[src/ffcba_pkg.sv]
`timescale 1ns / 1ps
`default_nettype none
package ffcba_pkg;

  // pool geometry
  localparam int NODE_COUNT = 16384;
  localparam int NODE_BYTES = 64;

  // stream field widths
  localparam int BYTES_W  = 21;
  localparam int FI_W     = 14;
  localparam int START_W  = 14;
  localparam int COUNT_W  = 15;
  localparam int STATUS_W = 2;

  // node map storage: one row holds the used bits of WORD_W nodes
  localparam int WORD_W    = 64;
  localparam int WORD_LG   = 6;
  localparam int CHUNK_W   = 8;
  localparam int CHUNK_LG  = 3;
  localparam int SB_W      = WORD_LG - CHUNK_LG;
  localparam int ROWS      = (NODE_COUNT + WORD_W - 1) / WORD_W;
  localparam int ROW_W     = (ROWS > 1) ? $clog2(ROWS) : 1;
  localparam int LAST_ROW  = ROWS - 1;
  localparam int LAST_BITS = NODE_COUNT - LAST_ROW * WORD_W;
  localparam int IX_W      = ROW_W + WORD_LG;
  localparam int SPAN_W    = IX_W + 1;
  localparam int IDX_W     = $clog2(NODE_COUNT);
  localparam int CNT_W     = $clog2(NODE_COUNT + 1);

  // rounded node count before the range check
  localparam int NEED_W = BYTES_W + 1;

  // command queue, depth must be a power of two
  localparam int QUEUE_DEPTH = 2;
  localparam int QP_W        = (QUEUE_DEPTH > 1) ? $clog2(QUEUE_DEPTH) : 1;
  localparam int QC_W        = $clog2(QUEUE_DEPTH + 1);

  typedef enum logic [STATUS_W-1:0] {
    ST_OK       = 2'd0,
    ST_ZERO     = 2'd1,
    ST_NOSPACE  = 2'd2,
    ST_NOTSTART = 2'd3
  } status_t;

  typedef enum logic [1:0] {
    CMD_ALLOC,
    CMD_FREE,
    CMD_ZERO,
    CMD_BIG
  } cmd_op_t;

  typedef struct packed {
    cmd_op_t           op;
    logic [CNT_W-1:0]  need;
    logic [FI_W-1:0]   idx;
  } cmd_t;

  typedef enum logic [1:0] {
    F_IDLE,
    F_CLASS,
    F_PUSH
  } front_state_t;

  typedef enum logic [2:0] {
    B_INIT,
    B_IDLE,
    B_SCAN,
    B_FREE_CHK,
    B_MARK_RD,
    B_MARK_WR,
    B_DONE
  } back_state_t;

  // bits of the last row that lie past the end of the pool read as used
  function automatic logic [WORD_W-1:0] pad_mask();
    logic [WORD_W-1:0] m;
    for (int i = 0; i < WORD_W; i++) begin
      m[i] = (i >= LAST_BITS);
    end
    return m;
  endfunction

endpackage
`default_nettype wire

[src/ffcba_front.sv]
`timescale 1ns / 1ps
`default_nettype none
module ffcba_front (
  input  wire logic                              clk,
  input  wire logic                              rst,
  input  wire logic                              enable,
  input  wire logic                              in_valid,
  output logic                                   in_ready,
  input  wire logic                              func,
  input  wire logic [ffcba_pkg::BYTES_W-1:0]     size_bytes,
  input  wire logic [ffcba_pkg::FI_W-1:0]        free_index,
  output logic                                   cmd_valid,
  input  wire logic                              cmd_ready,
  output ffcba_pkg::cmd_t                        cmd
);

  ffcba_pkg::front_state_t state, state_next;
  logic [ffcba_pkg::BYTES_W-1:0] q, q_next;
  ffcba_pkg::cmd_t               cmd_r, cmd_next;

  always_ff @(posedge clk) begin
    if (rst) begin
      state <= ffcba_pkg::F_IDLE;
    end else begin
      state <= state_next;
    end
    q     <= q_next;
    cmd_r <= cmd_next;
  end

  always_comb begin
    logic [ffcba_pkg::NEED_W-1:0] need;
    state_next = state;
    q_next     = q;
    cmd_next   = cmd_r;
    in_ready   = 1'b0;
    cmd_valid  = 1'b0;
    // node size is a power of two: shift and mask
    need       = ffcba_pkg::NEED_W'(q / ffcba_pkg::NODE_BYTES) +
                 ffcba_pkg::NEED_W'((q % ffcba_pkg::NODE_BYTES) != 0);
    case (state)
      ffcba_pkg::F_IDLE: begin
        in_ready = enable;
        if (in_valid && enable) begin
          cmd_next.idx  = free_index;
          cmd_next.need = '0;
          if (func) begin
            cmd_next.op = ffcba_pkg::CMD_FREE;
            state_next  = ffcba_pkg::F_PUSH;
          end else begin
            q_next     = size_bytes;
            state_next = ffcba_pkg::F_CLASS;
          end
        end
      end
      ffcba_pkg::F_CLASS: begin
        // round up to whole nodes, then sort out requests that cannot fit
        cmd_next.need = ffcba_pkg::CNT_W'(need);
        if (need == '0) begin
          cmd_next.op = ffcba_pkg::CMD_ZERO;
        end else if (need > ffcba_pkg::NEED_W'(ffcba_pkg::NODE_COUNT)) begin
          cmd_next.op = ffcba_pkg::CMD_BIG;
        end else begin
          cmd_next.op = ffcba_pkg::CMD_ALLOC;
        end
        state_next = ffcba_pkg::F_PUSH;
      end
      ffcba_pkg::F_PUSH: begin
        cmd_valid = 1'b1;
        if (cmd_ready) begin
          state_next = ffcba_pkg::F_IDLE;
        end
      end
      default: begin
        state_next = ffcba_pkg::F_IDLE;
      end
    endcase
  end

  assign cmd = cmd_r;

endmodule
`default_nettype wire

[config.mk]
export PLATFORM = sky130hd
export DESIGN_NAME = ffcba_front
export DESIGN_NICKNAME = d
export VERILOG_FILES = /design/src/ffcba_pkg.sv /design/src/ffcba_front.sv
export SDC_FILE = /design/constraint.sdc
export NUM_CORES = 1
export LEC_CHECK = 0
export BUFFER_PORTS_ARGS = -buffer_cell sky130_fd_sc_hd__buf_2
export CORE_MARGIN = 2
export CORE_UTILIZATION = 50
export CTS_BUF_LIST = sky130_fd_sc_hd__clkbuf_4
export DETAILED_ROUTE_END_ITERATION = 10
export GPL_ROUTABILITY_DRIVEN = 0
export GPL_TIMING_DRIVEN = 0
export PLACE_DENSITY = 0.79
export RECOVER_POWER = 25
export SLEW_MARGIN = 0
export SYNTH_ARGS = -nofsm -noshare
export SYNTH_HDL_FRONTEND = slang
export SYNTH_SLANG_ARGS = --single-unit
[constraint.sdc]
create_clock -name clk -period 2.9 [get_ports clk]
set_input_delay 0.435 -clock clk [delete_from_list [all_inputs] [get_ports clk]]
set_output_delay 0.435 -clock clk [all_outputs]
set_load 0.02 [all_outputs]
# [After elaboration in Yosys (flattened, before gate mapping)]
# Index checks and enable logic that the tools add are counted.
[totals] latch_bits=0 memories=0 out_inout_bits=33 romBits=0 register_bits=54 ram_bits=0
[op_classes] n_eq_ne=5 n_div=0 magnitude_cmp=1 n_reduce_logical=10 mux=11 addsub=1 multipliers=0 shift=0 bitwise_logic=1
[op_table] op="case mux 17 bit (2 select lines)" count=1
[op_table] op="nonzero test 32 bit" count=1
[op_table] op="2-to-1 mux 31 bit" count=1
[op_table] op="zero test 22 bit" count=1
[op_table] op="adder 15 x 1 -> 16 bit" count=1
[op_table] op="greater-than comparator 16 x 15 -> 1 bit (second input constant)" count=1
[op_table] op="2-to-1 mux 2 bit" count=6
[op_table] op="inequality test 2 bit (second input constant)" count=3
[op_table] op="case mux 2 bit (3 select lines)" count=1
[op_table] op="AND reduction 2 bit" count=3
[op_table] op="AND reduction 3 bit" count=2
[op_table] op="== test 2 x 1 -> 1 bit (second input constant)" count=1
[op_table] op="== test 2 bit (second input constant)" count=1
[op_table] op="zero test 2 bit" count=1
[op_table] op="2-to-1 mux 1 bit" count=2
[op_table] op="nonzero test 2 bit" count=1
[op_table] op="logical AND 1 bit" count=1
[op_table] op="inverter 1 bit" count=1

# [Logic depth before layout (Yosys ltp)]
[logic_depth] depth_word=6 mapped_depth=11

# [Least setup slack after synthesis]
# No wires, ideal clock.
[synth_path] kind="reg-to-reg" startpoint="register q[3] (netlist bit)" endpoint="register cmd_r, in the netlist cmd[30], data pin" path_buffers=0 arrival_ns=2.319 path_stages_with_launch=12 setup_slack_ns=0.316 t_required_ns=2.635 setup_ns=0.265 path_cell_list="edfxtp_1 nor4_1 nand2_1 ha_1 ha_1 xnor2_1 nor2_1 nor3_1 o221ai_1 or4_4 mux2_4 o211ai_2"
[synth_rtl] element="from (decl)" line="ffcba_front.sv:18" source="logic [ffcba_pkg::BYTES_W-1:0] q, q_next;"
[synth_rtl] element="from (signal assigned)" line="ffcba_front.sv:27" source="q <= q_next;"
[synth_rtl] element="to (signal assigned)" line="ffcba_front.sv:28" source="cmd_r <= cmd_next;"
[synth_rtl] element="to (decl)" line="ffcba_front.sv:19" source="ffcba_pkg::cmd_t cmd_r, cmd_next;"

==> flow_summary.rst <==
.. list-table::
   :header-rows: 1

   * - Metric
     - Value
   * - GR Overflow Total
     - 0
   * - Worst setup path startpoint
     - q[4]
   * - Remaining number of nets flagged by the antenna check after routing
     - 0
   * - Initial Util
     - 0.522
   * - Routed length per instance
     - between 10 and 15 µm
   * - Core region area
     - 0.00435 mm²
   * - First-pass iteration count of the detailed router
     - 6
   * - PortBufs
     - 73
   * - Relative slew slack
     - 0.258
   * - Worst slack at placement
     - -0.0367 ns
   * - Number of maximum-capacitance constraint violations
     - 0
   * - Cell area power density
     - 480 mW/mm²
   * - Detailed placement HPWL
     - 2940 µm
   * - Clock latency on the worst-skew pair
     - 0.38 ns
   * - Critical R2R Launch
     - q[4]
   * - Violation count after the first detailed-routing iteration
     - ~90
   * - Leak Pwr
     - 1.07 nW
   * - Post-route cell area
     - around 0.0028 mm²
   * - Startpoint-to-endpoint class of the critical path
     - reg2reg
   * - Count of mapped cells out of synthesis
     - approximately 160
   * - Arrival time at the worst endpoint
     - ~2.9 ns
   * - Post-DR vias/cell
     - between 4 and 5
   * - Worst VDD drop
     - 0.000307 V
   * - Synth-to-layout area growth
     - 23.0%
   * - Number of antenna violations at the first check in global routing
     - 0
   * - Minimum period implied by the final worst setup slack
     - around 2.8 ns
   * - Final count of pins violating max slew
     - 0
   * - Final hold violation count
     - 0
   * - Core Rows
     - 24
   * - Worst-margin pin slew
     - about 1.1 ns
   * - DIE AREA
     - 0.00511 mm²
   * - Final Total Pwr
     - about 1.3 mW
   * - Final worst setup slack
     - 0.113 ns
   * - Largest clock skew in the final design
     - 0.0152 ns
   * - CP Capture Type
     - flip-flop
   * - Instance area at placement
     - ~0.0027 mm²
   * - Max Clk Rate
     - 0.359 GHz
   * - Share of final-layout standard cells stronger than drive strength 1
     - 0.393
   * - Number of distinct standard cells referenced by the synthesized netlist
     - 38
   * - Antenna Cells
     - 0
   * - CTS sink count
     - 54
   * - Final worst path period share
     - 0.961
   * - I/O pin total
     - 74
   * - Register area share after synthesis
     - 0.704
   * - Top-area cell type share of the netlist area
     - 0.686
   * - Remaining DRCs
     - 0
   * - Via total after detailed routing
     - 1474
   * - Fill cell instance count of the final layout
     - 329
   * - Average size of a mapped cell
     - roughly 14 µm²
   * - Yosys top cell by area
     - sky130_fd_sc_hd__edfxtp_1
   * - Synth top area cells
     - sky130_fd_sc_hd__edfxtp_1, sky130_fd_sc_hd__nor2_1, sky130_fd_sc_hd__xnor2_1, sky130_fd_sc_hd__dfxtp_1, sky130_fd_sc_hd__nand3_1
   * - Number of warnings printed during yosys synthesis
     - 0
   * - Total routing resource utilization after global routing
     - 0.156
   * - Net Count, Synth
     - between 200 and 250
   * - Startpoint types
     - flip-flop
   * - First-pass GRT wire length
     - 5950 µm
   * - Total negative slack
     - 0 ns
   * - Buffer levels on the longest clock path
     - 2
   * - Final setup violating endpoints
     - 0
   * - Unrepaired setup endpoints after global routing
     - true
   * - Critical path data required time
     - between 3 and 4 ns
   * - Worst min-delay path category
     - in2reg
   * - Root buf cell
     - sky130_fd_sc_hd__clkbuf_4
   * - Status
     - finished, final reports clean
   * - Wire length after detailed routing
     - 3990 µm
   * - Largest net degree at the start of global routing
     - 22
   * - DIE HEIGHT
     - 71.5 µm
   * - Hold buffer count at CTS
     - 0
   * - Syn Std Cell Area
     - 0.00227 mm²
   * - Clock tree from TritonCTS
     - done
   * - Critical Path Fanout Max
     - 4
   * - Worst-path clk slew
     - 0.15 ns
   * - CTS H-tree lvls
     - 2
   * - TritonCTS Buffers
     - 5
   * - Die Span X
     - slightly above 70 µm
   * - Final-stage net count
     - 286
   * - Number of flip-flops and latches in the synthesized netlist
     - between 50 and 60
   * - Start point of the worst min-delay path
     - rst
   * - Post-layout util
     - 0.643
   * - Number of global-route vias before repair
     - ~1300
path summary, 6_finish.rpt:
kind | endpoint | slack (ns) | cells after the start
max | cmd[30] | 0.11 | 11
min | state[1] | 0.22 | 2
max reg2reg | cmd[30] | 0.11 | 11
min reg2reg | cmd[30] | 0.69 | 1
registers in the layout (all words and copies together) (netlist names):
signal and count:
state 2, q 21, cmd 31
cells in the final DEF, fill, tap and decap left out, types with 4 or more instances in the layout:
cell / Yosys / final
sky130_fd_sc_hd__xnor2_1: 10 / 9
sky130_fd_sc_hd__nand2_1: 5 / 5
sky130_fd_sc_hd__buf_2: 1 / 74
sky130_fd_sc_hd__edfxtp_1: 52 / 52
sky130_fd_sc_hd__and3_1: 6 / 6
sky130_fd_sc_hd__nor2_1: 28 / 27
sky130_fd_sc_hd__clkbuf_4: 0 / 5
sky130_fd_sc_hd__nand3_1: 8 / 8
sky130_fd_sc_hd__nor3_1: 4 / 4
final cells by class:
cell class              count  area (µm²)  area share
flip-flops and latches     54        1600       0.572
multi-input cells         102         681       0.243
repair buffers             74         373       0.133
well taps                  52        65.1      0.0233
clock buffers               5        37.5      0.0134
clock inverters             3        16.3     0.00581
plain buffers               4        16.3     0.00581
inverters                   2        7.51     0.00268
critical path: stages (launching register included):
cell,delay (ns)
sky130_fd_sc_hd__edfxtp_1,0.41
sky130_fd_sc_hd__nor4_2,0.29
sky130_fd_sc_hd__nand2_1,0.10
sky130_fd_sc_hd__ha_2,0.21
sky130_fd_sc_hd__ha_4,0.19
sky130_fd_sc_hd__xnor2_2,0.17
sky130_fd_sc_hd__nor2_1,0.06
sky130_fd_sc_hd__nor3_1,0.16
sky130_fd_sc_hd__o221ai_1,0.15
sky130_fd_sc_hd__or4_4,0.53
sky130_fd_sc_hd__mux2_4,0.22
sky130_fd_sc_hd__o211ai_2,0.07
synth_stat cells:
library cell / instances
sky130_fd_sc_hd__nor3b_1: 1
sky130_fd_sc_hd__a211oi_1: 1
sky130_fd_sc_hd__xnor2_1: 10
sky130_fd_sc_hd__xor2_1: 3
sky130_fd_sc_hd__edfxtp_1: 52
sky130_fd_sc_hd__o21ba_1: 1
sky130_fd_sc_hd__nor3_1: 4
sky130_fd_sc_hd__a21oi_1: 3
sky130_fd_sc_hd__a31oi_1: 2
sky130_fd_sc_hd__nand3b_1: 1
sky130_fd_sc_hd__nor2_2: 1
sky130_fd_sc_hd__and2_1: 2
sky130_fd_sc_hd__nand2_1: 5
sky130_fd_sc_hd__nand3_1: 8
sky130_fd_sc_hd__a32o_1: 1
sky130_fd_sc_hd__o21a_1: 1
sky130_fd_sc_hd__or2_2: 1
sky130_fd_sc_hd__and4_2: 1
sky130_fd_sc_hd__inv_1: 2
sky130_fd_sc_hd__o21ai_0: 1
sky130_fd_sc_hd__and3_2: 1
sky130_fd_sc_hd__mux2i_1: 2
sky130_fd_sc_hd__or4_4: 1
sky130_fd_sc_hd__and3_1: 6
sky130_fd_sc_hd__o221ai_1: 1
sky130_fd_sc_hd__nor2_1: 28
sky130_fd_sc_hd__buf_2: 1
sky130_fd_sc_hd__nor2b_1: 3
sky130_fd_sc_hd__nor4_1: 3
sky130_fd_sc_hd__dfxtp_1: 2
sky130_fd_sc_hd__mux2_4: 1
sky130_fd_sc_hd__nor4_2: 1
sky130_fd_sc_hd__clkbuf_1: 3
sky130_fd_sc_hd__o211ai_2: 1
sky130_fd_sc_hd__nand4_1: 2
sky130_fd_sc_hd__nand4_4: 1
sky130_fd_sc_hd__ha_1: 2
sky130_fd_sc_hd__nand2b_1: 2
per-stage QoR:
stage | hold slack, ns | instances
floorplan | 0.507 | 162
global placement | 0.612 | 287
detailed placement | 0.613 | 287
CTS | 0.203 | 295
global route | 0.191 | 296
finish | 0.215 | 296
layer usage:
metal  part of all wire  GRT usage
met4              0.021     0.0818
met1               0.43      0.195
met5                  0          0
met3              0.047     0.0380
met2               0.50      0.253
power breakdown:
group | internal, mW | switching [mW] | total [mW]
clock | 0.0906 | 0.221 | 0.312
sequential | 0.890 | 0.0137 | 0.904
combinational | 0.0509 | 0.0767 | 0.128
total | 1.03 | 0.311 | 1.34
timing repair:
item / in CTS / in global routing
buffers inserted: 0 / 1
pin swaps: 0 / 2
resized for setup: 2 / 3
setup endpoints to repair: 1 / 2
kinds of logic after synthesis:
logic type | count (synthesis) | synth area share
adder cells (fa/ha/maj) | 2 | 0.0110
XOR/XNOR | 13 | 0.0501
AO/OA/AOI/OAI | 12 | 0.0391
multiplexers | 3 | 0.0154
AND/OR/NAND/NOR | 72 | 0.170
flip-flops | 54 | 0.704
buffers and inverters | 6 | 0.0104
Note: power is estimated with default switching activity, not from simulation.
