## src/ffcba_pkg.sv

```systemverilog
`timescale 1ns / 1ps
`default_nettype none
package ffcba_pkg;

  // pool geometry
  localparam int NODE_COUNT = 16384;
  localparam int NODE_BYTES = 64;

  // stream field widths
  localparam int BYTES_W  = 21;
  localparam int FI_W     = 14;
  localparam int START_W  = 14;
  localparam int COUNT_W  = 15;
  localparam int STATUS_W = 2;

  // node map storage: one row holds the used bits of WORD_W nodes
  localparam int WORD_W    = 64;
  localparam int WORD_LG   = 6;
  localparam int CHUNK_W   = 8;
  localparam int CHUNK_LG  = 3;
  localparam int SB_W      = WORD_LG - CHUNK_LG;
  localparam int ROWS      = (NODE_COUNT + WORD_W - 1) / WORD_W;
  localparam int ROW_W     = (ROWS > 1) ? $clog2(ROWS) : 1;
  localparam int LAST_ROW  = ROWS - 1;
  localparam int LAST_BITS = NODE_COUNT - LAST_ROW * WORD_W;
  localparam int IX_W      = ROW_W + WORD_LG;
  localparam int SPAN_W    = IX_W + 1;
  localparam int IDX_W     = $clog2(NODE_COUNT);
  localparam int CNT_W     = $clog2(NODE_COUNT + 1);

  // rounded node count before the range check
  localparam int NEED_W = BYTES_W + 1;

  // command queue, depth must be a power of two
  localparam int QUEUE_DEPTH = 2;
  localparam int QP_W        = (QUEUE_DEPTH > 1) ? $clog2(QUEUE_DEPTH) : 1;
  localparam int QC_W        = $clog2(QUEUE_DEPTH + 1);

  typedef enum logic [STATUS_W-1:0] {
    ST_OK       = 2'd0,
    ST_ZERO     = 2'd1,
    ST_NOSPACE  = 2'd2,
    ST_NOTSTART = 2'd3
  } status_t;

  typedef enum logic [1:0] {
    CMD_ALLOC,
    CMD_FREE,
    CMD_ZERO,
    CMD_BIG
  } cmd_op_t;

  typedef struct packed {
    cmd_op_t           op;
    logic [CNT_W-1:0]  need;
    logic [FI_W-1:0]   idx;
  } cmd_t;

  typedef enum logic [1:0] {
    F_IDLE,
    F_CLASS,
    F_PUSH
  } front_state_t;

  typedef enum logic [2:0] {
    B_INIT,
    B_IDLE,
    B_SCAN,
    B_FREE_CHK,
    B_MARK_RD,
    B_MARK_WR,
    B_DONE
  } back_state_t;

  // bits of the last row that lie past the end of the pool read as used
  function automatic logic [WORD_W-1:0] pad_mask();
    logic [WORD_W-1:0] m;
    for (int i = 0; i < WORD_W; i++) begin
      m[i] = (i >= LAST_BITS);
    end
    return m;
  endfunction

endpackage
`default_nettype wire

```

## src/ffcba_queue.sv

```systemverilog
`timescale 1ns / 1ps
`default_nettype none
module ffcba_queue (
  input  wire logic              clk,
  input  wire logic              rst,
  input  wire logic              push_valid,
  output logic                   push_ready,
  input  wire ffcba_pkg::cmd_t   push_data,
  output logic                   pop_valid,
  input  wire logic              pop_ready,
  output ffcba_pkg::cmd_t        pop_data
);

  ffcba_pkg::cmd_t                entries [ffcba_pkg::QUEUE_DEPTH];
  logic [ffcba_pkg::QP_W-1:0]     wp, rp;
  logic [ffcba_pkg::QC_W-1:0]     cnt;
  logic                           do_push, do_pop;

  assign push_ready = (cnt != ffcba_pkg::QC_W'(ffcba_pkg::QUEUE_DEPTH));
  assign pop_valid  = (cnt != '0);
  assign pop_data   = entries[rp];
  assign do_push    = push_valid && push_ready;
  assign do_pop     = pop_valid && pop_ready;

  always_ff @(posedge clk) begin
    if (rst) begin
      wp  <= '0;
      rp  <= '0;
      cnt <= '0;
    end else begin
      if (do_push) begin
        wp <= wp + 1'b1;
      end
      if (do_pop) begin
        rp <= rp + 1'b1;
      end
      if (do_push && !do_pop) begin
        cnt <= cnt + 1'b1;
      end else if (do_pop && !do_push) begin
        cnt <= cnt - 1'b1;
      end
    end
    if (do_push) begin
      entries[wp] <= push_data;
    end
  end

endmodule
`default_nettype wire

```

## config.mk

```make
export PLATFORM = sky130hd
export DESIGN_NAME = ffcba_queue
export DESIGN_NICKNAME = d
export VERILOG_FILES = /design/src/ffcba_pkg.sv /design/src/ffcba_queue.sv
export SDC_FILE = /design/constraint.sdc
export NUM_CORES = 1
export LEC_CHECK = 0
export BUFFER_PORTS_ARGS = -buffer_cell sky130_fd_sc_hd__buf_2
export CAP_MARGIN = 20
export CORE_UTILIZATION = 55
export DETAILED_ROUTE_END_ITERATION = 12
export PLACE_DENSITY_LB_ADDON = 0.2
export SYNTH_ARGS = -nofsm -noshare
export SYNTH_HDL_FRONTEND = slang
export SYNTH_SLANG_ARGS = --single-unit
```

## constraint.sdc

```tcl
create_clock -name clk -period 3.48 [get_ports clk]
set_input_delay 0.174 -clock clk [delete_from_list [all_inputs] [get_ports clk]]
set_output_delay 0.174 -clock clk [all_outputs]
set_load 0.02 [all_outputs]
```

# Yosys cells after proc, flatten, opt, wreduce, memory -nomap -nowiden
# Memory sizes are Yosys's and may differ from the RTL's. A register that Yosys moved wholly into a read port is not among the register bits.
# Index checks and enable logic that the tools add are counted.
# word_totals
register_bits	4
latchBits	0
ramBits	62
romBits	0
in_bits	35
n_memories	1
# op_classes
add_sub_neg	4
mul	0
div	0
magnitude_cmp	0
eq_ne	1
shift	0
muxes	6
n_bitwise	0
reduce_logical	8
# memory_table
name	words	width	read_ports	rd_ports_with_merged_regs	wr	line_no	rtl
entries	2	31	1	1	1	ffcba_queue.sv:14	ffcba_pkg::cmd_t entries [ffcba_pkg::QUEUE_DEPTH];
# op_table
cell	count
$logic_and 1x1->1	4
$mux 1	4
$mux 2	2
$reduce_bool 2->1	2
$add 1x1->1 const B	2
$add 2x1->2 const B	1
$logic_not 1->1	2
$ne 2x2->1 const B	1
$sub 2x1->2 const B	1

# Longest topological paths before layout
# Gate-level depths: netlist (run 1).
# depth
ltp_word	6
ltp_mapped	6

# Worst setup path after synthesis (run 1)
# Ideal clock, no wire load.
# synth_timing
kind	register to register
start	register cnt[0] (netlist bit)
end	memory entries[1][0] (netlist bit), enable pin
setup_ps	391
arrival_ps	1538
path_slack_ps	1551
path_stages_with_launch	3
path_buffers	0
path_cell_list	dfxtp_1 > nand2b_1 > and3_1
# synth_via
elab_chain_len	4
# synth_lines
element	line_no	rtl
start: declaration	ffcba_queue.sv:16	logic [ffcba_pkg::QC_W-1:0] cnt;
start signal: assignment	ffcba_queue.sv:38	cnt <= cnt + 1'b1;
start signal: assignment	ffcba_queue.sv:40	cnt <= cnt - 1'b1;
$ne 2x2->1	ffcba_queue.sv:19	assign push_ready = (cnt != ffcba_pkg::QC_W'(ffcba_pkg::QUEUE_DEPTH));
net push_ready	ffcba_queue.sv:7	output logic push_ready,
$logic_and 1x1->1	ffcba_queue.sv:22	assign do_push = push_valid && push_ready;
$mux 1	ffcba_queue.sv:43	if (do_push) begin
$mux 1 (not written as such)	ffcba_queue.sv:44	entries[wp] <= push_data;
end: declaration	ffcba_queue.sv:14	
# The timed path passes the listed nets, and every way through them passes these cells.

==> results of run 1 <==
how the worst max path moves through the flow:
stage / start / to / slack (ns) / depth (start not counted)
after global placement: cnt[0] / entries[0][20] / 1.61 / 4
final: flop / pop_data[13] / 1.36 / 3
after detailed placement: cnt[0] / entries[0][11] / 1.50 / 4
after CTS: flop / pop_data[13] / 1.33 / 3
after floorplan: cnt[0] / entries[1][0] / 1.55 / 2
after global routing: flop / pop_data[13] / 1.23 / 3
area by class of cell:
class | instances | area, sq um | share of cell area
Multi-Input combinational cell | 49 | 467.9 | 0.1556
Clock buffer | 13 | 138.9 | 0.04617
Timing Repair Buffer | 70 | 357.8 | 0.1190
Tap cell | 50 | 62.56 | 0.02080
Inverter | 1 | 3.754 | 0.001248
Clock inverter | 3 | 15.01 | 0.004992
Sequential cell | 67 | 1962 | 0.6522
cell usage after synthesis:
| library cell | n | area share |
|---|---|---|
| edfxtp_1 | 62 | 0.76 |
| mux2_2 | 31 | 0.14 |
| dfxtp_1 | 5 | 0.041 |
| buf_2 | 3 | 0.0061 |
| nor2_1 | 3 | 0.0046 |
| xor2_1 | 3 | 0.011 |
| a21oi_1 | 2 | 0.0041 |
| o21ai_0 | 2 | 0.0041 |
| a21bo_2 | 1 | 0.0041 |
| and2_1 | 1 | 0.0026 |
| and3_1 | 1 | 0.0026 |
| ha_1 | 1 | 0.0051 |
| inv_1 | 1 | 0.0015 |
| nand2b_1 | 1 | 0.0026 |
| nand3b_1 | 1 | 0.0031 |
| or2_2 | 1 | 0.0026 |
| or3_1 | 1 | 0.0026 |
sequential cells by signal, indices dropped and copies added (netlist names), named ones only:
| register | count |
|---|---|
| entries | 62 |
| cnt | 2 |
| rp | 1 |
| wp | 1 |
kinds of logic after synthesis:
group / Yosys count / synth area share
XOR/XNOR: 3 / 0.01073
adder cells (fa/ha/maj): 1 / 0.005109
AO/OA/AOI/OAI: 5 / 0.01226
buffers and inverters: 4 / 0.007662
multiplexers: 31 / 0.1426
AND/OR/NAND/NOR: 9 / 0.02045
flip-flops: 67 / 0.8012
power breakdown:
part	switching (mW)	internal, mW	total [mW]
Clock	0.255	0.256	0.511
Combinational	0.366	0.260	0.626
Sequential	0.0514	1.01	1.06
worst register-to-register path, stage by stage, from the launching register on:
cell	delay (ns)
dfxtp_1	0.41
nand2b_1	0.21
nand3b_1	0.11
inv_1	0.61
buf_4	0.34
routing by layer:
layer  vias up  GRT usage  share of wire
met2        47     0.3150           0.52
met3         7    0.06086          0.058
met5         -          0              0
li1        622          -              -
met4         0     0.1071          0.014
met1       644     0.2171           0.41
per-stage QoR:
stage / setup slack (ns) / utilization / instance area, sq um / hold slack, ns
after floorplan: 1.551 / - / 2449 / 0.2431
after global placement: 1.613 / 0.6887 / 2854 / 0.3624
after detailed placement: 1.498 / 0.6887 / 2854 / 0.3679
after CTS: 1.330 / 0.7258 / 3008 / 0.02526
after global routing: 1.225 / 0.7258 / 3008 / 0.02175
final: 1.365 / 0.7258 / 3008 / 0.03489
==> metrics.yaml, run 1 <==
layout_commonest_cell: "buf_2"
status: "completed"
required_ns: 3.31
fill_cells: 261
clock_latency_ns: 0.33
most-common-layout-cells: "67 x buf_2, 62 x edfxtp_1, 31 x mux2_2"
rows: 23
worst_slew_pin_slew_ns: 0.8115
path_class: "flop to primary output"
crit-reg2reg-capture: "entries[0][16]"
grt_pass1_vias: 1330
reg2reg_slack_ns: 1.50
htreeDepth: 3
min_from: "push_data[9]"
ctsHoldBuffers: 0
synth_seq_cells: 67
layout-drive-gt1-share: 0.5665
slew_headroom: 0.4584
finalMaxSlewViolations: 0
power_mw: 2.198
cts_resized: 0
routed_wl_mm: 4.098
io_pins: 68
start_kind: "flop"
endpoint_kind: "primary output"
worstHoldPathCells: 1
gr-usage-all-layers: 0.1899
yosys_warnings: 0
cts_buffers: 9
clkSlewWorstSetupHoldPaths_ns: 0.07
cts_setup_buffers: 0
drt-initial-drc-count: 89
min_period_ns: 2.115
synth.net_count: 156
finalHoldViolations: 0
crit_fanout: 20
post_drt_via_cell_ratio: 5.217
cp_top_family: "flip-flops"
syn_inst: 120
ff2ff_path_depth: 4
cts_sinks: 67
p_per_area_nw_per_um2: 730.8
vias: 1320
ys_types: 17
cts_tree: "done"
drv_cap: 0
grt_max_degree: 22
worst_r2r_startpoint: "cnt[0]"
min_path_type: "primary input to flop"
antenna_cells: 0
fin_setup_tns_ns: 0
cpPeakStageDelay_ns: 0.67
fin_nets: 234
synth_seq_area_share: 0.8012
die_area_sq_um: 4723
vdd_drop_max_v: 0.0003727
hpwl_mm: 2.845
fin_skew_ns: 0.006405
overflow: 0
path_cells: "buf_4 -> mux2_2 -> buf_2"
die_x_um: 68.73
clock_path_buffers: 2
coreArea_sq_um: 4144
fin_cells: 253
netlist_area_sq_um: 2449
wl_per_cell_um: 16.20
drcViolationCount: 0
grt_pass1_wl_mm: 6.009
avgSynthCellArea_sq_um: 20.40
die_y_um: 68.73
max_clock_freq_ghz: 0.4728
setup_viol: 0
antenna_found_initial: 0
ant_nets: 0
slowest_stage: "dfxtp_1"
post-route-period-util: 0.6078
start_util: 0.5909
p_leak_nw: 1.154
path_buf_inv: 2
critPathArrivalTime_ns: 1.94
io_buffer_count: 67
first_pass_iters: 4
gp_congestion: 0.7035
area_delta_synth_final_pct: 22.84
dp_cells: 237
rsz0062_at_grt: "false"
cts_root_buf: "clkbuf_8"
min_to: "entries[1][9]"
No activity file was read; power rests on OpenSTA's default activity.
==> run 2: changes to the inputs <==
ABC_AREA = 1   (was not set)
CORE_UTILIZATION = 46   (was 55)
clock period = 1.7 ns   (was 3.48 ns; I/O delays follow)
==> run 2 against run 1 <==
Compared with the run above:
- highest routed layer unchanged
- critical endpoint is now pop_data[4]
- routed wire length increased by 8.4%
- clock-buffer cell count down 2
- combinational power up 120%
- synthesized cell count rose by 11%
- non-clock buffer count grew 34
- register-to-register slack got worse by 1.3 ns
- sequential share of layout area shrank 8.0 points
- critical path depth is the same
- utilization is 5.8 points lower
- hold slack improved by 0.022 ns
==> metrics.yaml, run 2 <==
postLayoutCoreUtil: 0.6675
cts_tree: "done"
power_mw: 4.711
setup_ws_ns: 0.1783
synth_xor_area_frac: 0
area_delta_synth_final_pct: 38.14
yosys-mux-area-fraction: 0.1406
die_y_um: 75.48
post_drt_via_cell_ratio: 4.722
whs_ns: 0.05710
worstHoldPathCells: 4
post-route-period-util: 0.8951
required_ns: 1.62
die_x_um: 75.48
synth_simple_gate_area_frac: 0.03073
switchingPower_mw: 1.404
min_to: "cnt[1]"
start_kind: "flop"
worst_slew_pin_slew_ns: 0.2287
clock_path_buffers: 2
grt_max_degree: 18
setup_viol: 0
fin_nets: 281
finalMaxSlewViolations: 0
min_path_type: "primary input to flop"
async_reset_ff_frac: 0
yosys_warnings: 0
routed_wl_mm: 4.442
gp_congestion: 0.6384
fin_skew_ns: 0.006317
ff2ff_path_depth: 9
synth-compound-area-share: 0.008060
htreeDepth: 3
seq_power_share: 0.457
synthTopCellsByCount: "62 x edfxtp_1, 31 x mux2_2, 9 x nand2_1, 8 x inv_1, 7 x nor2_1"
io_pins: 68
ys_types: 12
pre_cts_slack_ns: 0.1474
synth_edf_count: 62
clock_latency_ns: 0.32
netlist_area_sq_um: 2484
power_switching_share: 0.2980
crit_fanout: 17
coreArea_sq_um: 5140
rows: 26
p_int_mw: 3.307
synth_top_family_by_area: "multiplexers"
cts_root_buf: "clkbuf_8"
worst_r2r_startpoint: "cnt[0]"
ant_nets: 0
reg2reg_slack_ns: 0.18
largest-register: "entries"
die_area_sq_um: 5697
slew_headroom: 0.8475
start_util: 0.4832
layout-drive-gt1-share: 0.4760
antenna_cells: 0
synth_seq_area_share: 0.7899
min_period_ns: 1.522
finalHoldViolations: 0
wl_per_cell_um: 13.88
drcViolationCount: 0
avgSynthCellArea_sq_um: 18.67
status: "completed"
io_buffer_count: 67
endpoint_kind: "primary output"
synth_top_area_share: 0.7496
syn_inst: 133
vdd_drop_max_v: 0.0008233
cts_setup_buffers: 0
cts_buffers: 9
grt_pass1_vias: 1538
cts_sinks: 67
synth_fa_ha_area_frac: 0.005038
post-synth-top-count-cell: "edfxtp_1"
most-common-layout-cells: "67 x buf_2, 62 x edfxtp_1, 31 x mux2_2, 31 x dlygate4sd3_1, 9 x clkbuf_8"
drv_cap: 0
yosys.area.top_type: "edfxtp_1"
critPathArrivalTime_ns: 1.44
gr-usage-all-layers: 0.1624
p_leak_nw: 1.336
clkPwrFrac: 0.255
crit-reg2reg-capture: "cnt[1]"
rsz0062_at_grt: "false"
largest_register_ffs: 62
power_frac_comb: 0.287
synth_area_leaders: "edfxtp_1 75%, mux2_2 14%, dfxtp_1 4.0%"
overflow: 0
synth_seq_cells: 67
synthFlopType: "edfxtp_1"
synth.net_count: 169
clkSlewWorstSetupHoldPaths_ns: 0.07
layout_commonest_cell: "buf_2"
grt_pass1_wl_mm: 6.534
top_regs: "entries x62, cnt x2"
p_per_area_nw_per_um2: 1373
antenna_found_initial: 0
hpwl_mm: 2.873
drt-initial-drc-count: 45
first_pass_iters: 4
min_from: "rst"
path_class: "flop to primary output"
vias: 1511
max_clock_freq_ghz: 0.6571
## run 2: power by group through the flow
stage | clock (mW) | combinational, mW | sequential (mW)
floorplan | 0 | 0.908 | 2.18
CTS | 1.23 | 1.36 | 2.16
detailed placement | 0 | 1.30 | 2.19
global route | 1.32 | 1.46 | 2.17
finish | 1.20 | 1.35 | 2.15
global placement | 0 | 1.26 | 2.17
## run 2: cell families (layout without fill, tap and decap cells)
| logic type | count (synthesis) | after routing |
|---|---|---|
| AO/OA/AOI/OAI | 4 | 4 |
| adder cells (fa/ha/maj) | 1 | 1 |
| buffers and inverters | 11 | 128 |
| flip-flops | 67 | 67 |
| multiplexers | 31 | 31 |
| AND/OR/NAND/NOR | 19 | 19 |
## run 2: per-stage QoR
step,instances,instance area (sq um),setup TNS [ns]
after floorplan,133,2489,-15.02
after detailed placement,273,2933,0
final,320,3431,0
after global placement,273,2933,0
after CTS,320,3428,0
after global routing,320,3431,0
## run 2: per-layer routing
layer / share of wire / GRT usage
met3: 0.043 / 0.05291
met2: 0.56 / 0.3125
met1: 0.39 / 0.1606
met5: 0 / 0
met4: 0.0043 / 0.06173
## run 2: worst max-delay path, cell delays in order (launching register included)
cell and delay, ns:
dfxtp_1 0.32, buf_4 0.25, mux2_2 0.38, buf_2 0.16
## run 2: layout make-up
class / count / area, sq um
fillers: 384 / 1709
clock buffers: 11 / 131.4
repair buffers: 104 / 690.7
flip-flops and latches: 67 / 1962
clock inverters: 5 / 53.80
inverters: 8 / 30.03
well taps: 70 / 87.58
multi-input cells: 55 / 475.5
## run 2: timing repair
item / in CTS / in global routing
hold buffers: 31 / 0
setup endpoints to repair: 0 / 1
endpoints found under the hold margin: 62 / 0
gates resized for setup: 0 / 1
## run 2: worst max-delay path by stage
stage | to | cells after the start | startpoint | slack, ns
floorplan | entries[0][0] | 4 | cnt[0] | -0.24
global placement | cnt[1] | 10 | cnt[0] | 0.29
detailed placement | cnt[1] | 9 | cnt[0] | 0.15
CTS | cnt[1] | 9 | cnt[0] | 0.13
global route | cnt[1] | 10 | cnt[0] | 0.04
finish | pop_data[4] | 3 | flop | 0.18
